--- config.mk ---
export PLATFORM = sky130hd
export DESIGN_NAME = rbl3_scan
export DESIGN_NICKNAME = d
export VERILOG_FILES = /design/src/hdl/rbl3_pkg.sv /design/src/hdl/rbl3_scan.sv
export SDC_FILE = /design/constraint.sdc
export NUM_CORES = 1
export LEC_CHECK = 0
export BUFFER_PORTS_ARGS = -buffer_cell sky130_fd_sc_hd__buf_2
export CORE_ASPECT_RATIO = 0.75
export CORE_UTILIZATION = 51
export CTS_CLUSTER_SIZE = 28
export DETAILED_ROUTE_END_ITERATION = 8
export PLACE_DENSITY = 0.87
export SYNTH_ARGS = -nofsm -noshare
export SYNTH_HDL_FRONTEND = slang
export SYNTH_SLANG_ARGS = --single-unit
--- constraint.sdc ---
create_clock -name clk -period 6.83 [get_ports clk]
set_clock_uncertainty 0.2 [all_clocks]
set_input_delay 0.683 -clock clk [delete_from_list [all_inputs] [get_ports clk]]
set_output_delay 0.683 -clock clk [all_outputs]
set_load 0.005 [all_outputs]
--- src/hdl/rbl3_pkg.sv ---
// Shared types, constants and sizes of the 3-D raster blob labeler.
`default_nettype none
package rbl3_pkg;

  localparam int MAX_COLS   = 1024;
  localparam int MAX_ROWS   = 1024;
  localparam int LABEL_BITS = 16;

  localparam int COL_W     = $clog2(MAX_COLS);
  localparam int ROW_W     = $clog2(MAX_ROWS);
  localparam int COL_CNT_W = $clog2(MAX_COLS + 1);
  localparam int ROW_CNT_W = $clog2(MAX_ROWS + 1);
  localparam int DEPTH     = MAX_COLS * MAX_ROWS;
  localparam int ADDR_W    = $clog2(DEPTH);
  localparam int OUT_LBL_W = 16;
  localparam int DIM_W     = 11;
  localparam int CFG_W     = 32;
  localparam int CFG_IDX_W = 2;

  localparam logic [LABEL_BITS-1:0] LABEL_MAX = '1;

  localparam logic [CFG_IDX_W-1:0] REG_THRESHOLD = 2'd0;
  localparam logic [CFG_IDX_W-1:0] REG_COLS      = 2'd1;
  localparam logic [CFG_IDX_W-1:0] REG_ROWS      = 2'd2;

  localparam logic signed [CFG_W-1:0] THRESHOLD_RESET = 32'sd196608;

  typedef enum logic [2:0] {
    NB_NONE, NB_L, NB_T, NB_TL, NB_P, NB_LP, NB_TP, NB_ALL
  } nbr_code_t;

  typedef struct packed {
    logic signed [31:0] pixel_value;
    logic               start_of_scan;
  } in_beat_t;

  typedef struct packed {
    logic [OUT_LBL_W-1:0] pixel_label;
    logic                 is_new_label;
    logic [1:0]           pair_count;
    logic [OUT_LBL_W-1:0] pair0_high;
    logic [OUT_LBL_W-1:0] pair0_low;
    logic [OUT_LBL_W-1:0] pair1_high;
    logic [OUT_LBL_W-1:0] pair1_low;
    logic [OUT_LBL_W-1:0] pair2_high;
    logic [OUT_LBL_W-1:0] pair2_low;
    logic                 label_overflow;
  } out_beat_t;

  typedef struct packed {
    logic              foreground;
    logic              start_of_scan;
    logic              col_zero;
    logic              row_zero;
    logic              first_frame;
    logic [ADDR_W-1:0] here_addr;
    logic [ADDR_W-1:0] top_addr;
  } scan_info_t;

  typedef struct packed {
    logic                  en;
    logic [ADDR_W-1:0]     addr;
    logic [LABEL_BITS-1:0] data;
  } store_wr_t;

endpackage
`default_nettype wire

--- src/hdl/rbl3_scan.sv ---
// Scan position tracking, foreground test and store address generation.
`default_nettype none
module rbl3_scan (
  input  wire logic                              clk,
  input  wire logic                              rst,
  input  wire logic                              accept,
  input  wire rbl3_pkg::in_beat_t                pixel,
  input  wire logic signed [rbl3_pkg::CFG_W-1:0] threshold,
  input  wire logic [rbl3_pkg::COL_CNT_W-1:0]    cols,
  input  wire logic [rbl3_pkg::ROW_CNT_W-1:0]    rows,
  output rbl3_pkg::scan_info_t                   info
);

  logic [rbl3_pkg::COL_W-1:0]  column_count, column_count_next, base_col;
  logic [rbl3_pkg::ROW_W-1:0]  row_count, row_count_next, base_row;
  logic                        in_first_frame, in_first_frame_next, base_first;
  logic [rbl3_pkg::ADDR_W-1:0] here;

  always_comb begin
    base_col   = pixel.start_of_scan ? '0 : column_count;
    base_row   = pixel.start_of_scan ? '0 : row_count;
    base_first = pixel.start_of_scan ? 1'b1 : in_first_frame;

    column_count_next   = base_col;
    row_count_next      = base_row;
    in_first_frame_next = base_first;
    if (rbl3_pkg::COL_CNT_W'(base_col) + rbl3_pkg::COL_CNT_W'(1) >= cols) begin
      column_count_next = '0;
      if (rbl3_pkg::ROW_CNT_W'(base_row) + rbl3_pkg::ROW_CNT_W'(1) >= rows) begin
        row_count_next      = '0;
        in_first_frame_next = 1'b0;
      end else begin
        row_count_next = base_row + 1'b1;
      end
    end else begin
      column_count_next = base_col + 1'b1;
    end

    here = rbl3_pkg::ADDR_W'(base_row) * rbl3_pkg::ADDR_W'(rbl3_pkg::MAX_COLS)
         + rbl3_pkg::ADDR_W'(base_col);

    info.foreground    = !(pixel.pixel_value < threshold);
    info.start_of_scan = pixel.start_of_scan;
    info.col_zero      = (base_col == '0);
    info.row_zero      = (base_row == '0);
    info.first_frame   = base_first;
    info.here_addr     = here;
    info.top_addr      = here - rbl3_pkg::ADDR_W'(rbl3_pkg::MAX_COLS);
  end

  always_ff @(posedge clk) begin
    if (rst) begin
      column_count   <= '0;
      row_count      <= '0;
      in_first_frame <= 1'b1;
    end else if (accept) begin
      column_count   <= column_count_next;
      row_count      <= row_count_next;
      in_first_frame <= in_first_frame_next;
    end
  end

endmodule
`default_nettype wire

Yosys cells after proc, flatten, opt, wreduce, memory -nomap -nowiden
Cells that the tools add are included.
{"block": "word_totals", "regBits": 21, "latch_bits": 0, "mem_bits_rw": 0, "romBits": 0, "output_inout_bits": 45, "word_cells": 23, "memories": 0}
{"block": "classes", "add_sub_neg": 6, "mul": 0, "div": 0, "order_cmp": 3, "n_eq_ne": 0, "shifts": 0, "muxes": 8, "bitwise_logic": 0, "reduce_logical": 3}
{"cell": "10-bit two-way mux", "count": 5}
{"cell": "32-bit < comparator", "count": 1}
{"cell": "10-bit by 1-bit adder with 11-bit output (second input constant)", "count": 2}
{"cell": "11-bit >= comparator", "count": 2}
{"cell": "10-bit by 1-bit adder with 10-bit output (second input constant)", "count": 2}
{"cell": "20-bit by 10-bit adder with 20-bit output", "count": 1}
{"cell": "10-bit logical NOT", "count": 2}
{"cell": "20-bit by 11-bit subtractor with 20-bit output (second input constant)", "count": 1}
{"cell": "1-bit two-way mux", "count": 3}
{"cell": "1-bit logical NOT", "count": 1}

Longest topological paths before layout
{"block": "depth", "depth_word": 5, "ltp_mapped": 15, "ltp_nobuf": 13}

Least setup slack after synthesis
OpenSTA, ideal clock, no wires.
{"block": "synth_path", "kind": "input -> register", "startpoint": "input port pixel[0] (netlist bit)", "endpoint": "register row_count[0] (netlist bit)", "setup_time_ps": 59, "t_arrival_ps": 3639, "path_slack_ps": 2932, "stages": 15, "path_buffers": 2, "path_cell_list": "clkbuf_1 -> clkbuf_1 -> nand2b_1 -> inv_1 -> ha_1 -> nand3_1 -> nor2_1 -> and3_1 -> and3_1 -> ha_1 -> a21oi_1 -> o21ai_0 -> or4_4 -> a21oi_4 -> a22o_1"}
{"block": "synth_via", "elab_chain_cells": 5}
{"element": "start: declaration", "line_no": "rbl3_scan.sv:7", "rtl": "input wire rbl3_pkg::in_beat_t pixel,"}
{"element": "10-bit two-way mux", "line_no": "rbl3_scan.sv:21", "rtl": "base_row = pixel.start_of_scan ? '0 : row_count;"}
{"element": "10-bit by 1-bit adder with 11-bit output", "line_no": "rbl3_scan.sv:29", "rtl": "if (rbl3_pkg::ROW_CNT_W'(base_row) + rbl3_pkg::ROW_CNT_W'(1) >= rows) begin"}
{"element": "11-bit >= comparator", "line_no": "rbl3_scan.sv:29"}
{"element": "10-bit two-way mux", "line_no": "rbl3_scan.sv:29"}
{"element": "10-bit two-way mux *", "line_no": "rbl3_scan.sv:27", "rtl": "if (rbl3_pkg::COL_CNT_W'(base_col) + rbl3_pkg::COL_CNT_W'(1) >= cols) begin"}
{"element": "end signal: assignment", "line_no": "rbl3_scan.sv:58", "rtl": "row_count <= row_count_next;"}
{"element": "end: declaration", "line_no": "rbl3_scan.sv:15", "rtl": "logic [rbl3_pkg::ROW_W-1:0] row_count, row_count_next, base_row;"}
Every way passes the cells marked *; elsewhere a longest branch is shown, timed or not.
A chain may end at the register's enable or synchronous reset.

Final worst setup path
{"block": "layout_path", "startpoint": "input port pixel[0] (netlist bit)", "endpoint": "register row_count[4] (netlist bit)"}
The elaborated chain is that of the path after synthesis.

==> results_dict.tcl <==
set metrics [dict create \
    outcome "finished clean" \
    synth_top_area_share_pct 24.82 \
    hp-class "flip-flop to flip-flop" \
    ys_top_cells_by_area "ha_1 25%, dfxtp_1 15%, inv_1 8.0%, a22o_1 5.6%, xor2_1 4.3%" \
    port_buffers 134 \
    multi_input_area_um2 2056 \
    start_util_pct 53.02 \
    synth-seq-area-share_pct 14.89 \
    rsz0062_at_grt "false" \
    dieWidth_um 87.91 \
    synth_fp_nets 504 \
    hold_viol_final 0 \
    final-setup-viol-count 0 \
    p_sw_w 0.00009609 \
    p_seq_share_pct 39.9 \
    gp_congestion 0.8782 \
    maxSlewViolCount 0 \
    post-route-period-util_pct 58.94 \
    ys_seq_elements 21 \
    switching_share_pct 30.53 \
    cp-end-kind "flip-flop" \
    wl_um 6941 \
    dp_cells 547 \
    power_frac_comb_pct 33.6 \
    p_per_area_nw_per_um2 89.55 \
    crit_family "simple AND/OR/NAND/NOR gates" \
    critPathBufInv 2 \
    ios 135 \
    synth.most_common_cell "inv_1" \
    critical_path.cell_chain "buf_2 -> nand2b_1 -> inv_1 -> ha_1 -> nand3_1 -> nor2_1 -> and3_1 -> and3_1 -> ha_1 -> nand4_1 -> nor3_1 -> nor3_1 -> nor3b_2 -> a22o_1" \
    final_core_util_pct 66.02 \
    intPower_w 0.0002186 \
    cts_root_buf "clkbuf_8" \
    postCtsSetupRepairBufs 0 \
    ctsHoldBuffers 0 \
    htree_levels 1 \
    drt_iter0_drc 113 \
    final_cells 551 \
    syn2layout_area_growth_pct 24.51 \
    cp_max_fo 31 \
    cts_made_buffers 3 \
    grt_max_degree 32 \
    vias_per_cell 5.216 \
    diodes 0 \
    max_stage_delay_ns 0.50 \
    dpl.hpwl_um 5991 \
    synth_enable_flop_cells 0 \
    rrSetupSlack_ns 3.30 \
    cp.required_ns 6.84 \
    grt_overflow 0 \
    syn_area_um2 2823 \
    synth_common_cells "60 x inv_1, 56 x ha_1, 24 x nor2_1" \
    maxCapViolCount 0 \
    insertion_delay_ns 0.26 \
    vdd_drop_max_v 0.00005879 \
    cp-start-kind "primary input" \
    pwr-share-clk_pct 26.6 \
    setup_tns_ns 0 \
    post_cts_resized 0 \
    synthArstFlopShare_pct 0 \
    period_needed_ns 4.026 \
    min_from "in_first_frame" \
    yosys_warnings 0 \
    yosysTopAreaCell "ha_1" \
    max-slew-margin-rel_pct 54.04 \
    grt_usage_pct 24.75 \
    cts.sinks 21 \
    p_total_w 0.0003147 \
    path_class "primary input to flip-flop" \
    layout.nets 623 \
    vias 2874 \
    wl_per_cell_um 12.60 \
    antenna_found_initial 0 \
    dieArea_um2 5840 \
    grt_pass1_wl_um 11500 \
    ant_nets 0 \
    worstMarginPinSlew_ns 0.6869 \
    cp_slowest_cell "nor3b_2" \
    ys_types 49 \
    drc_errors 0 \
    whs_endpoint "in_first_frame" \
    ys.flop_type "dfxtp_1" \
    dr.pass1.iters 4 \
    fmax_mhz 248.4 \
    tritoncts "built" \
    syn_inst 358 \
    clkTransAtPathRegs_ns 0.08 \
    fp.coreArea_um2 5324 \
    whs_path_depth 2 \
    r2r-end "row_count[4]" \
    r2r_cells 12 \
    num_rows 23 \
    final-seq-area_um2 420.4 \
    die_h_um 66.43 \
    syn_avg_cell_area_um2 7.885 \
    cp.arrival_ns 4.04 \
    first_global_vias 2773 \
    drive_gt1_share_pct 32.14 \
    r2r_start "column_count[1]" \
    nFillCells 443 \
    leakagePower_nw 2.055 \
    cts_buffer_depth 2 \
]
==> worst max path at each step <==
stage,from,to,cells past startpoint
final,pixel[0],row_count[4],14
after global routing,pixel[0],row_count[7],14
after CTS,pixel[0],row_count[4],14
after detailed placement,pixel[0],row_count[1],14
after global placement,pixel[0],row_count[2],14
after floorplan,pixel[0],row_count[0],15
==> cell usage in the layout, fill, tap and decap left out, types with 8 or more instances in the layout <==
cell     synthesis  routed
ha_1            56      56
xnor2_1          8       8
nand2_1         19      19
nand4_1          8       8
nor2_1          24      24
a22o_1          18      18
nor2b_1         17      17
buf_2            1     134
xor2_1          14      14
a21oi_1         17      17
dfxtp_1         21      21
nand3_1         11      11
inv_1           60      60
==> logic make-up after synthesis <==
family	Yosys count	share of synthesized area, %
AND/OR/NAND/NOR	113	22.74
flip-flops	21	14.89
AO/OA/AOI/OAI	65	17.64
buffers and inverters	80	12.28
multiplexers	1	0.7978
XOR/XNOR	22	6.826
adder cells (fa/ha/maj)	56	24.82
==> routing by layer <==
metal | up-vias | GRT usage [%] | routed length, µm
met5 | - | 0 | 0
met4 | 0 | 7.377 | 88
li1 | 1461 | - | -
met3 | 12 | 5.243 | 462
met2 | 105 | 44.19 | 3377
met1 | 1296 | 29.58 | 3012
==> registers in the layout, summed over array words and instances, names as in the netlist <==
signal and cells:
column_count 10, row_count 10, in_first_frame 1
==> stage by stage <==
step | hold slack (ns) | worst slack [ns] | cell area [µm²]
6_report | 0.2899 | 2.804 | 3515
3_5_place_dp | 0.2742 | 2.615 | 3466
2_1_floorplan | 0.2483 | 2.932 | 2823
4_1_cts | 0.2942 | 2.869 | 3515
5_1_grt | 0.3139 | 2.519 | 3515
3_3_place_gp | 0.2655 | 2.868 | 3466
==> power groups by stage <==
stage,logic (W),clock network (W),registers [W]
after floorplan,0.0000625,0,0.000128
after global placement,0.000101,0,0.000128
after detailed placement,0.000105,0,0.000128
after CTS,0.000106,0.0000840,0.000125
after global routing,0.000122,0.0000896,0.000126
final,0.000106,0.0000836,0.000125
==> area by class of cell <==
| cell class | count | area share (%) |
|---|---|---|
| multi-input cells | 257 | 58.49 |
| repair buffers | 134 | 19.08 |
| flip-flops and latches | 21 | 11.96 |
| inverters | 60 | 6.408 |
| well taps | 75 | 2.670 |
| clock buffers | 3 | 1.175 |
| clock inverters | 1 | 0.2136 |
==> worst min-delay path, cell delays in order, from the launching register on <==
cell	delay, ns
dfxtp_1	0.33
a211oi_1	0.05
nor2_1	0.08
No activity file was read; power rests on OpenSTA's default activity.
