===== src/hdl/rbl3_pkg.sv =====
// Shared types, constants and sizes of the 3-D raster blob labeler.
`default_nettype none
package rbl3_pkg;

  localparam int MAX_COLS   = 1024;
  localparam int MAX_ROWS   = 1024;
  localparam int LABEL_BITS = 16;

  localparam int COL_W     = $clog2(MAX_COLS);
  localparam int ROW_W     = $clog2(MAX_ROWS);
  localparam int COL_CNT_W = $clog2(MAX_COLS + 1);
  localparam int ROW_CNT_W = $clog2(MAX_ROWS + 1);
  localparam int DEPTH     = MAX_COLS * MAX_ROWS;
  localparam int ADDR_W    = $clog2(DEPTH);
  localparam int OUT_LBL_W = 16;
  localparam int DIM_W     = 11;
  localparam int CFG_W     = 32;
  localparam int CFG_IDX_W = 2;

  localparam logic [LABEL_BITS-1:0] LABEL_MAX = '1;

  localparam logic [CFG_IDX_W-1:0] REG_THRESHOLD = 2'd0;
  localparam logic [CFG_IDX_W-1:0] REG_COLS      = 2'd1;
  localparam logic [CFG_IDX_W-1:0] REG_ROWS      = 2'd2;

  localparam logic signed [CFG_W-1:0] THRESHOLD_RESET = 32'sd196608;

  typedef enum logic [2:0] {
    NB_NONE, NB_L, NB_T, NB_TL, NB_P, NB_LP, NB_TP, NB_ALL
  } nbr_code_t;

  typedef struct packed {
    logic signed [31:0] pixel_value;
    logic               start_of_scan;
  } in_beat_t;

  typedef struct packed {
    logic [OUT_LBL_W-1:0] pixel_label;
    logic                 is_new_label;
    logic [1:0]           pair_count;
    logic [OUT_LBL_W-1:0] pair0_high;
    logic [OUT_LBL_W-1:0] pair0_low;
    logic [OUT_LBL_W-1:0] pair1_high;
    logic [OUT_LBL_W-1:0] pair1_low;
    logic [OUT_LBL_W-1:0] pair2_high;
    logic [OUT_LBL_W-1:0] pair2_low;
    logic                 label_overflow;
  } out_beat_t;

  typedef struct packed {
    logic              foreground;
    logic              start_of_scan;
    logic              col_zero;
    logic              row_zero;
    logic              first_frame;
    logic [ADDR_W-1:0] here_addr;
    logic [ADDR_W-1:0] top_addr;
  } scan_info_t;

  typedef struct packed {
    logic                  en;
    logic [ADDR_W-1:0]     addr;
    logic [LABEL_BITS-1:0] data;
  } store_wr_t;

endpackage
`default_nettype wire


===== src/hdl/rbl3_label.sv =====
// Label decision stage with store forwarding, label counter and output register.
`default_nettype none
module rbl3_label (
  input  wire logic                                 clk,
  input  wire logic                                 rst,
  input  wire logic                                 accept,
  input  wire rbl3_pkg::scan_info_t                 info,
  input  wire logic [rbl3_pkg::LABEL_BITS-1:0]      rd_prev,
  input  wire logic [rbl3_pkg::LABEL_BITS-1:0]      rd_top,
  output logic                                      take,
  output rbl3_pkg::store_wr_t                       wr,
  output logic                                      out_valid,
  input  wire logic                                 out_ready,
  output rbl3_pkg::out_beat_t                       out_data
);

  localparam int LW = rbl3_pkg::LABEL_BITS;
  localparam int OW = rbl3_pkg::OUT_LBL_W;

  rbl3_pkg::scan_info_t s1;
  logic                 s1_valid, s1_adv;
  logic                 fwd_prev, fwd_top;
  logic [LW-1:0]        wr_label, left_label, label_counter;

  logic [LW-1:0]        lft, top, prev, label, cnt_base, cnt_next;
  logic                 fresh;
  logic [1:0]           npairs;
  logic [LW-1:0]        ph [3];
  logic [LW-1:0]        pl [3];
  rbl3_pkg::nbr_code_t  code;
  rbl3_pkg::out_beat_t  result;

  function automatic logic [LW-1:0] hi_of(input logic [LW-1:0] a, input logic [LW-1:0] b);
    return (a < b) ? b : a;
  endfunction

  function automatic logic [LW-1:0] lo_of(input logic [LW-1:0] a, input logic [LW-1:0] b);
    return (a < b) ? a : b;
  endfunction

  assign s1_adv = s1_valid && (!out_valid || out_ready);
  assign take   = !s1_valid || s1_adv;

  always_comb begin
    lft  = s1.col_zero ? '0 : left_label;
    top  = s1.row_zero ? '0 : (fwd_top ? wr_label : rd_top);
    prev = s1.first_frame ? '0 : (fwd_prev ? wr_label : rd_prev);
    code = rbl3_pkg::nbr_code_t'({prev != '0, top != '0, lft != '0});
    cnt_base = s1.start_of_scan ? '0 : label_counter;
    cnt_next = cnt_base;
    fresh    = 1'b0;
    label    = '0;
    npairs   = 2'd0;
    for (int i = 0; i < 3; i++) begin
      ph[i] = '0;
      pl[i] = '0;
    end

    if (s1.foreground) begin
      case (code)
        rbl3_pkg::NB_NONE: begin
          if (cnt_base != rbl3_pkg::LABEL_MAX) begin
            cnt_next = cnt_base + 1'b1;
            fresh    = 1'b1;
          end
          label = cnt_next;
        end
        rbl3_pkg::NB_L: label = lft;
        rbl3_pkg::NB_T: label = top;
        rbl3_pkg::NB_TL: begin
          label = top;
          if (top != lft) begin
            ph[0] = hi_of(top, lft);
            pl[0] = lo_of(top, lft);
            npairs = 2'd1;
          end
        end
        rbl3_pkg::NB_P: label = prev;
        rbl3_pkg::NB_LP: begin
          label = lft;
          if (lft != prev) begin
            ph[0] = hi_of(lft, prev);
            pl[0] = lo_of(lft, prev);
            npairs = 2'd1;
          end
        end
        rbl3_pkg::NB_TP: begin
          label = top;
          if (top != prev) begin
            ph[0] = hi_of(top, prev);
            pl[0] = lo_of(top, prev);
            npairs = 2'd1;
          end
        end
        default: begin
          label = lft;
          if (top == lft && top != prev) begin
            ph[0] = hi_of(top, prev);
            pl[0] = lo_of(top, prev);
            npairs = 2'd1;
          end else if (top == prev && top != lft) begin
            ph[0] = hi_of(top, lft);
            pl[0] = lo_of(top, lft);
            npairs = 2'd1;
          end else if (lft == prev && lft != top) begin
            ph[0] = hi_of(lft, top);
            pl[0] = lo_of(lft, top);
            npairs = 2'd1;
          end else if (lft != prev && lft != top && top != prev) begin
            ph[0] = hi_of(top, prev);
            pl[0] = lo_of(top, prev);
            ph[1] = hi_of(top, lft);
            pl[1] = lo_of(top, lft);
            ph[2] = hi_of(lft, prev);
            pl[2] = lo_of(lft, prev);
            npairs = 2'd3;
          end
        end
      endcase
    end

    result.pixel_label    = OW'(label);
    result.is_new_label   = fresh;
    result.pair_count     = npairs;
    result.pair0_high     = OW'(ph[0]);
    result.pair0_low      = OW'(pl[0]);
    result.pair1_high     = OW'(ph[1]);
    result.pair1_low      = OW'(pl[1]);
    result.pair2_high     = OW'(ph[2]);
    result.pair2_low      = OW'(pl[2]);
    result.label_overflow = (cnt_next == rbl3_pkg::LABEL_MAX);

    wr.en   = s1_adv;
    wr.addr = s1.here_addr;
    wr.data = label;
  end

  always_ff @(posedge clk) begin
    if (rst) begin
      s1_valid      <= 1'b0;
      out_valid     <= 1'b0;
      left_label    <= '0;
      label_counter <= '0;
    end else begin
      if (accept) begin
        s1_valid <= 1'b1;
      end else if (s1_adv) begin
        s1_valid <= 1'b0;
      end
      if (s1_adv) begin
        out_valid     <= 1'b1;
        left_label    <= label;
        label_counter <= cnt_next;
      end else if (out_ready) begin
        out_valid <= 1'b0;
      end
    end
  end

  always_ff @(posedge clk) begin
    if (accept) begin
      s1       <= info;
      fwd_prev <= s1_valid && (s1.here_addr == info.here_addr);
      fwd_top  <= s1_valid && (s1.here_addr == info.top_addr);
    end
    if (s1_adv) begin
      wr_label <= label;
      out_data <= result;
    end
  end

  a_new_has_no_pairs: assert property (@(posedge clk) disable iff (rst)
    out_valid |-> !(out_data.is_new_label && out_data.pair_count != 2'd0))
    else $error("fresh label reported together with equivalence pairs");

  a_background_clean: assert property (@(posedge clk) disable iff (rst)
    out_valid && out_data.pixel_label == '0 |->
      out_data.pair_count == 2'd0 && !out_data.is_new_label)
    else $error("background result carries pairs or a fresh label");

  a_counter_monotonic: assert property (@(posedge clk) disable iff (rst)
    s1_adv && !s1.start_of_scan |=> label_counter >= $past(label_counter))
    else $error("label counter went backwards within a scan");

  a_fresh_is_counter: assert property (@(posedge clk) disable iff (rst)
    s1_adv && fresh |=> label_counter == $past(label) && left_label == $past(label))
    else $error("fresh label does not match the label counter");

  a_no_accept_when_blocked: assert property (@(posedge clk) disable iff (rst)
    s1_valid && !s1_adv |-> !accept)
    else $error("new beat taken while the label stage is stalled");

endmodule
`default_nettype wire


===== config.mk =====
export PLATFORM = sky130hd
export DESIGN_NAME = rbl3_label
export DESIGN_NICKNAME = d
export VERILOG_FILES = /design/src/hdl/rbl3_pkg.sv /design/src/hdl/rbl3_label.sv
export SDC_FILE = /design/constraint.sdc
export NUM_CORES = 1
export LEC_CHECK = 0
export BUFFER_PORTS_ARGS = -buffer_cell sky130_fd_sc_hd__buf_2
export CORE_MARGIN = 4
export CORE_UTILIZATION = 40
export CTS_CLUSTER_SIZE = 30
export DETAILED_ROUTE_END_ITERATION = 8
export GPL_TIMING_DRIVEN = 0
export PLACE_DENSITY = 0.62
export SYNTH_ARGS = -nofsm -noshare
export SYNTH_HDL_FRONTEND = slang
export SYNTH_SLANG_ARGS = --single-unit

===== constraint.sdc =====
create_clock -name clk -period 17.2 [get_ports clk]
set_clock_uncertainty 0.1 [all_clocks]
set_input_delay 5.16 -clock clk [delete_from_list [all_inputs] [get_ports clk]]
set_output_delay 5.16 -clock clk [all_outputs]
set_load 0.01 [all_outputs]

Word level (Yosys, flattened, before mapping)
Index checks and enable logic that the tools add are counted.
{"block": "totals", "ff_bits": 177, "n_memories": 0, "rom_bits": 0, "input_bits": 81, "mem_bits_rw": 0, "latch_bits": 0}
{"block": "op_classes", "order_cmp": 4, "div": 0, "n_reduce_logical": 22, "bitwise": 2, "mul": 0, "shift": 0, "n_mux": 48, "addsub": 1, "eq_ne": 17}
{"cell": "$mux W16", "n": 30}
{"cell": "$pmux W16 S4", "n": 2}
{"cell": "$mux W48", "n": 2}
{"cell": "$lt A16 B16 Y1", "n": 4}
{"cell": "$ne A16 B16 Y1", "n": 4}
{"cell": "$eq A16 B16 Y1", "n": 3}
{"cell": "$pmux W16 S3", "n": 1}
{"cell": "$reduce_bool A16 Y1", "n": 3}
{"cell": "$eq A20 B20 Y1", "n": 2}
{"cell": "$add A16 B1 Y16 const B", "n": 1}
{"cell": "$eq A16 B16 Y1 const B", "n": 1}
{"cell": "$ne A16 B16 Y1 const B", "n": 1}
{"cell": "$reduce_or A12 Y1", "n": 1}
{"cell": "$eq A3 B3 Y1 const B", "n": 3}
{"cell": "$logic_and A1 B1 Y1", "n": 8}
{"cell": "$mux W1", "n": 8}
{"cell": "$mux W2", "n": 4}
{"cell": "$pmux W2 S4", "n": 1}
{"cell": "$eq A3 B2 Y1 const B", "n": 2}
{"cell": "$reduce_bool A2 Y1", "n": 2}
{"cell": "$reduce_or A4 Y1", "n": 1}
{"cell": "$eq A3 B1 Y1 const B", "n": 1}
{"cell": "$logic_not A3 Y1", "n": 1}
{"cell": "$reduce_or A3 Y1", "n": 1}
{"cell": "other kinds (4)", "n": 7}

Depth between registers and ports, before layout
{"block": "depth", "word_depth": 10, "mapped_depth": 20}

Least setup slack after synthesis
OpenSTA, ideal clock, no wires.
{"block": "synth_timing", "path_kind": "in2out", "startpoint": "in out_ready", "endpoint": "out wr[36] in the netlist's numbering", "t_required_ps": 11940, "path_buffers": 2, "arrival_ps": 9432, "cell_stages": 5, "path_slack_ps": 2508, "cell_sequence": "nor2b_1 > nand2b_1 > inv_1 > clkbuf_1 > buf_4"}
{"block": "synth_between", "elab_chain_cells": 2}
{"element": "start: declaration", "line_no": "rbl3_label.sv:13", "source": "input wire logic out_ready,"}
{"element": "$logic_or A1 B1 Y1", "line_no": "rbl3_label.sv:41", "source": "assign s1_adv = s1_valid && (!out_valid || out_ready);"}
{"element": "$logic_and A1 B1 Y1", "line_no": "rbl3_label.sv:41"}
{"element": "end: declaration", "line_no": "rbl3_label.sv:11", "source": "output rbl3_pkg::store_wr_t wr,"}
No other way between the ends.

==> flow_summary.ini <==
[run_status]
status = finished, final reports clean

[detailed_routing]
viasPerCell = 5.80
wl_per_cell_um = 22.8
routed-via-count = 11000
drt-total-wl_um = 43000
drtAntennaViolNets = 0
post-route-drc-count = 0
dr.first_iter.drc_count = 994
dr.pass1.iters = 6

[yosys]
synth_edf_count = 143
synth-seq-cells = 177
async_reset_ff_frac = 0
syn_area_per_cell_um2 = 9.73
synthFlopType = edfxtp_1
yosysSeqAreaShare = 0.415
syn_inst = 1233
syn-cell-area_um2 = 12000
synth-warning-count = 0
ys_types = 81
synth_nets = 1363

[grt]
met3_usage = 0.0433
gr-usage-met2 = 0.419
gr-total-overflow = 0
grt_pass1_vias = 10800
grt_use_met1 = 0.322
grt_max_degree = 49
grt_pass1_wl_um = 64800
grt_usage = 0.255
grt_antenna_before_repair = 2
grt_busiest_layer = met2

[setup_path]
crit_slowest_cell = nor3_1
crit_type = in2out
critPathCaptureType = output port
worstSetupStartpointType = primary input
cp_max_fo = 10
slowest_delay_ps = 900
crit_chain = buf_2 -> nor3_1 -> and3_1 -> o2111a_2 -> nor3_1 -> a21oi_1 -> buf_6 -> a2111oi_0 -> nor2_1 -> buf_4 -> buf_2
cp.arrival_ps = 8670
required_ps = 11940

[sta]
setup_tns_ps = 0
max_freq_mhz = 71.8
min_period_over_period = 0.810
min_period_ps = 13930
rsz0062_at_grt = false
tightestPinTransition_ps = 1220
hold_violations = 0
slew_violations = 0
relSlewSlack = 0.179
setup_viol = 0

[final_layout]
layout-drive-gt1-share = 0.255
multi_input_area_um2 = 6210
antenna_cells = 0
seq_area_um2 = 4970
area_delta_synth_final_pct = 19.2
fin_nets = 1618
fillers = 2912

[clock_network]
ctsRootBufferMaster = clkbuf_16
clockBufferDepth = 2
clk_pin_slew_worst_paths_ps = 70
cts_tree = built
cts.repair.resized = 0
cts_sinks = 177
postCtsHoldBufs = 0
htree_levels = 4
cts_setup_buffers = 0
numCtsBuffers = 17
clk_latency_ps = 460

[place]
hpwl_um = 33600
port-buffer-count = 234
place_congestion = 0.974

[die]
rows = 63
die_area_um2 = 32800
die_y_um = 181
core_area_um2 = 29600
io_pins = 236
start_util = 0.405
fp.dieW_um = 181

[power_and_ir_drop]
pwr_density_cell_nw_per_um2 = 85.0
ir_worst_vdd_mv = 0.0625
leakagePower_nw = 5.60
power_mw = 1.22

[job]
drv_cap = 0

[min_path]
hp-class = reg2reg
-- critical path, delay by kind of cell --
family / cells / cell delay [ps]
AOI/OAI and AO/OA: 3 / 1310
buffers and inverters: 4 / 780
and+or+nand+nor: 4 / 1430
-- through the flow --
step                      std cells  instance area [um2]  hold WS [ps]  setup WS (ps)   util
after global placement         1857                13700           354            497  0.461
after global routing           1891                14300           388           3230  0.482
final                          1891                14300           373           3270  0.482
after detailed placement       1859                13700           360           3460  0.462
after floorplan                1233                12000           340           2510      -
after CTS                      1891                14300           370           3450  0.482
-- sequential cells by signal (all words and copies together) (netlist names) --
signal / cells
left_label: 16
fwd_top: 1
s1_valid: 1
label_counter: 16
out_valid: 1
out_data: 100
fwd_prev: 1
wr: 20
wr_label: 16
s1: 5
-- layout make-up --
class / count / area share
clock buffers: 18 / 0.0307
repair buffers: 236 / 0.0847
multi-input cells: 895 / 0.434
inverters: 43 / 0.0113
well taps: 390 / 0.0341
clock inverters: 14 / 0.0116
flip-flops and latches: 177 / 0.348
plain buffers: 118 / 0.0456
-- placed cells by master (no fill, tap or decap), drive strengths merged, types with 50 or more instances in the layout --
cell and instances:
buf 301, edfxtp 143, nor2 127, a21oi 90
mux2i 74, clkbuf 71, nand2 68, nor2b 55
o21ai 50, inv 50
-- path summary, 6_finish.rpt --
path,startpoint,depth (start not counted),slack [ps],end
worst max-delay path,rd_top[4],11,3270,wr[6]
worst min-delay path,left_label[8],2,370,left_label[8]
worst max register to register,fwd_prev,18,11400,out_data[92]
worst min register to register,left_label[8],2,370,left_label[8]
-- layer usage --
metal | vias up | share of wire
met5 | - | 0.00065
met4 | 4 | 0.053
met3 | 128 | 0.074
met2 | 578 | 0.47
met1 | 5203 | 0.40
li1 | 5046 | -
-- synth_stat cells, types with 4 or more instances --
master / n / area [um2]
a31oi_1: 10 / 62.6
buf_1: 4 / 15.0
a22oi_1: 7 / 52.6
buf_4: 39 / 293
a211oi_1: 7 / 52.6
xnor2_1: 31 / 272
nor2_1: 125 / 469
buf_2: 17 / 85.1
nor3_1: 19 / 95.1
a21o_1: 24 / 180
buf_6: 5 / 56.3
inv_1: 43 / 161
nand4_1: 17 / 106
o21ai_0: 48 / 240
nor4_2: 4 / 50.1
nand3b_1: 7 / 52.6
nor2b_1: 55 / 344
nor4_1: 28 / 175
mux2_2: 26 / 293
clkbuf_1: 53 / 199
and2_1: 4 / 25.0
ha_1: 49 / 613
o31a_1: 5 / 43.8
nand3_1: 25 / 125
a21oi_1: 90 / 450
edfxtp_1: 143 / 4290
o31ai_1: 6 / 45.0
nand2b_1: 18 / 113
nor3b_1: 6 / 45.0
a211o_1: 5 / 43.8
dfxtp_1: 34 / 681
nand2_1: 66 / 248
mux2i_1: 74 / 741
xor2_1: 24 / 210
a221oi_1: 7 / 61.3
or4_1: 9 / 67.6
and3_1: 12 / 75.1
o221ai_1: 28 / 245
or3_1: 6 / 37.5
-- where the power goes --
part	switching, mW	internal, mW	total [mW]	leakage (nW)
sequential	0.0154	0.485	0.500	1.68
clock	0.201	0.200	0.401	0.294
combinational	0.197	0.117	0.315	3.63
-- cell families (layout without fill, tap and decap cells) --
kind of cell,after synthesis,count (layout),share of synthesized area
AO/OA/AOI/OAI,269,269,0.150
XOR/XNOR,55,55,0.0402
adder cells (fa/ha/maj),50,50,0.0520
buffers and inverters,161,429,0.0675
flip-flops,177,177,0.415
multiplexers,100,100,0.0862
AND/OR/NAND/NOR,421,421,0.189
Note: power is estimated with default switching activity, not from simulation.
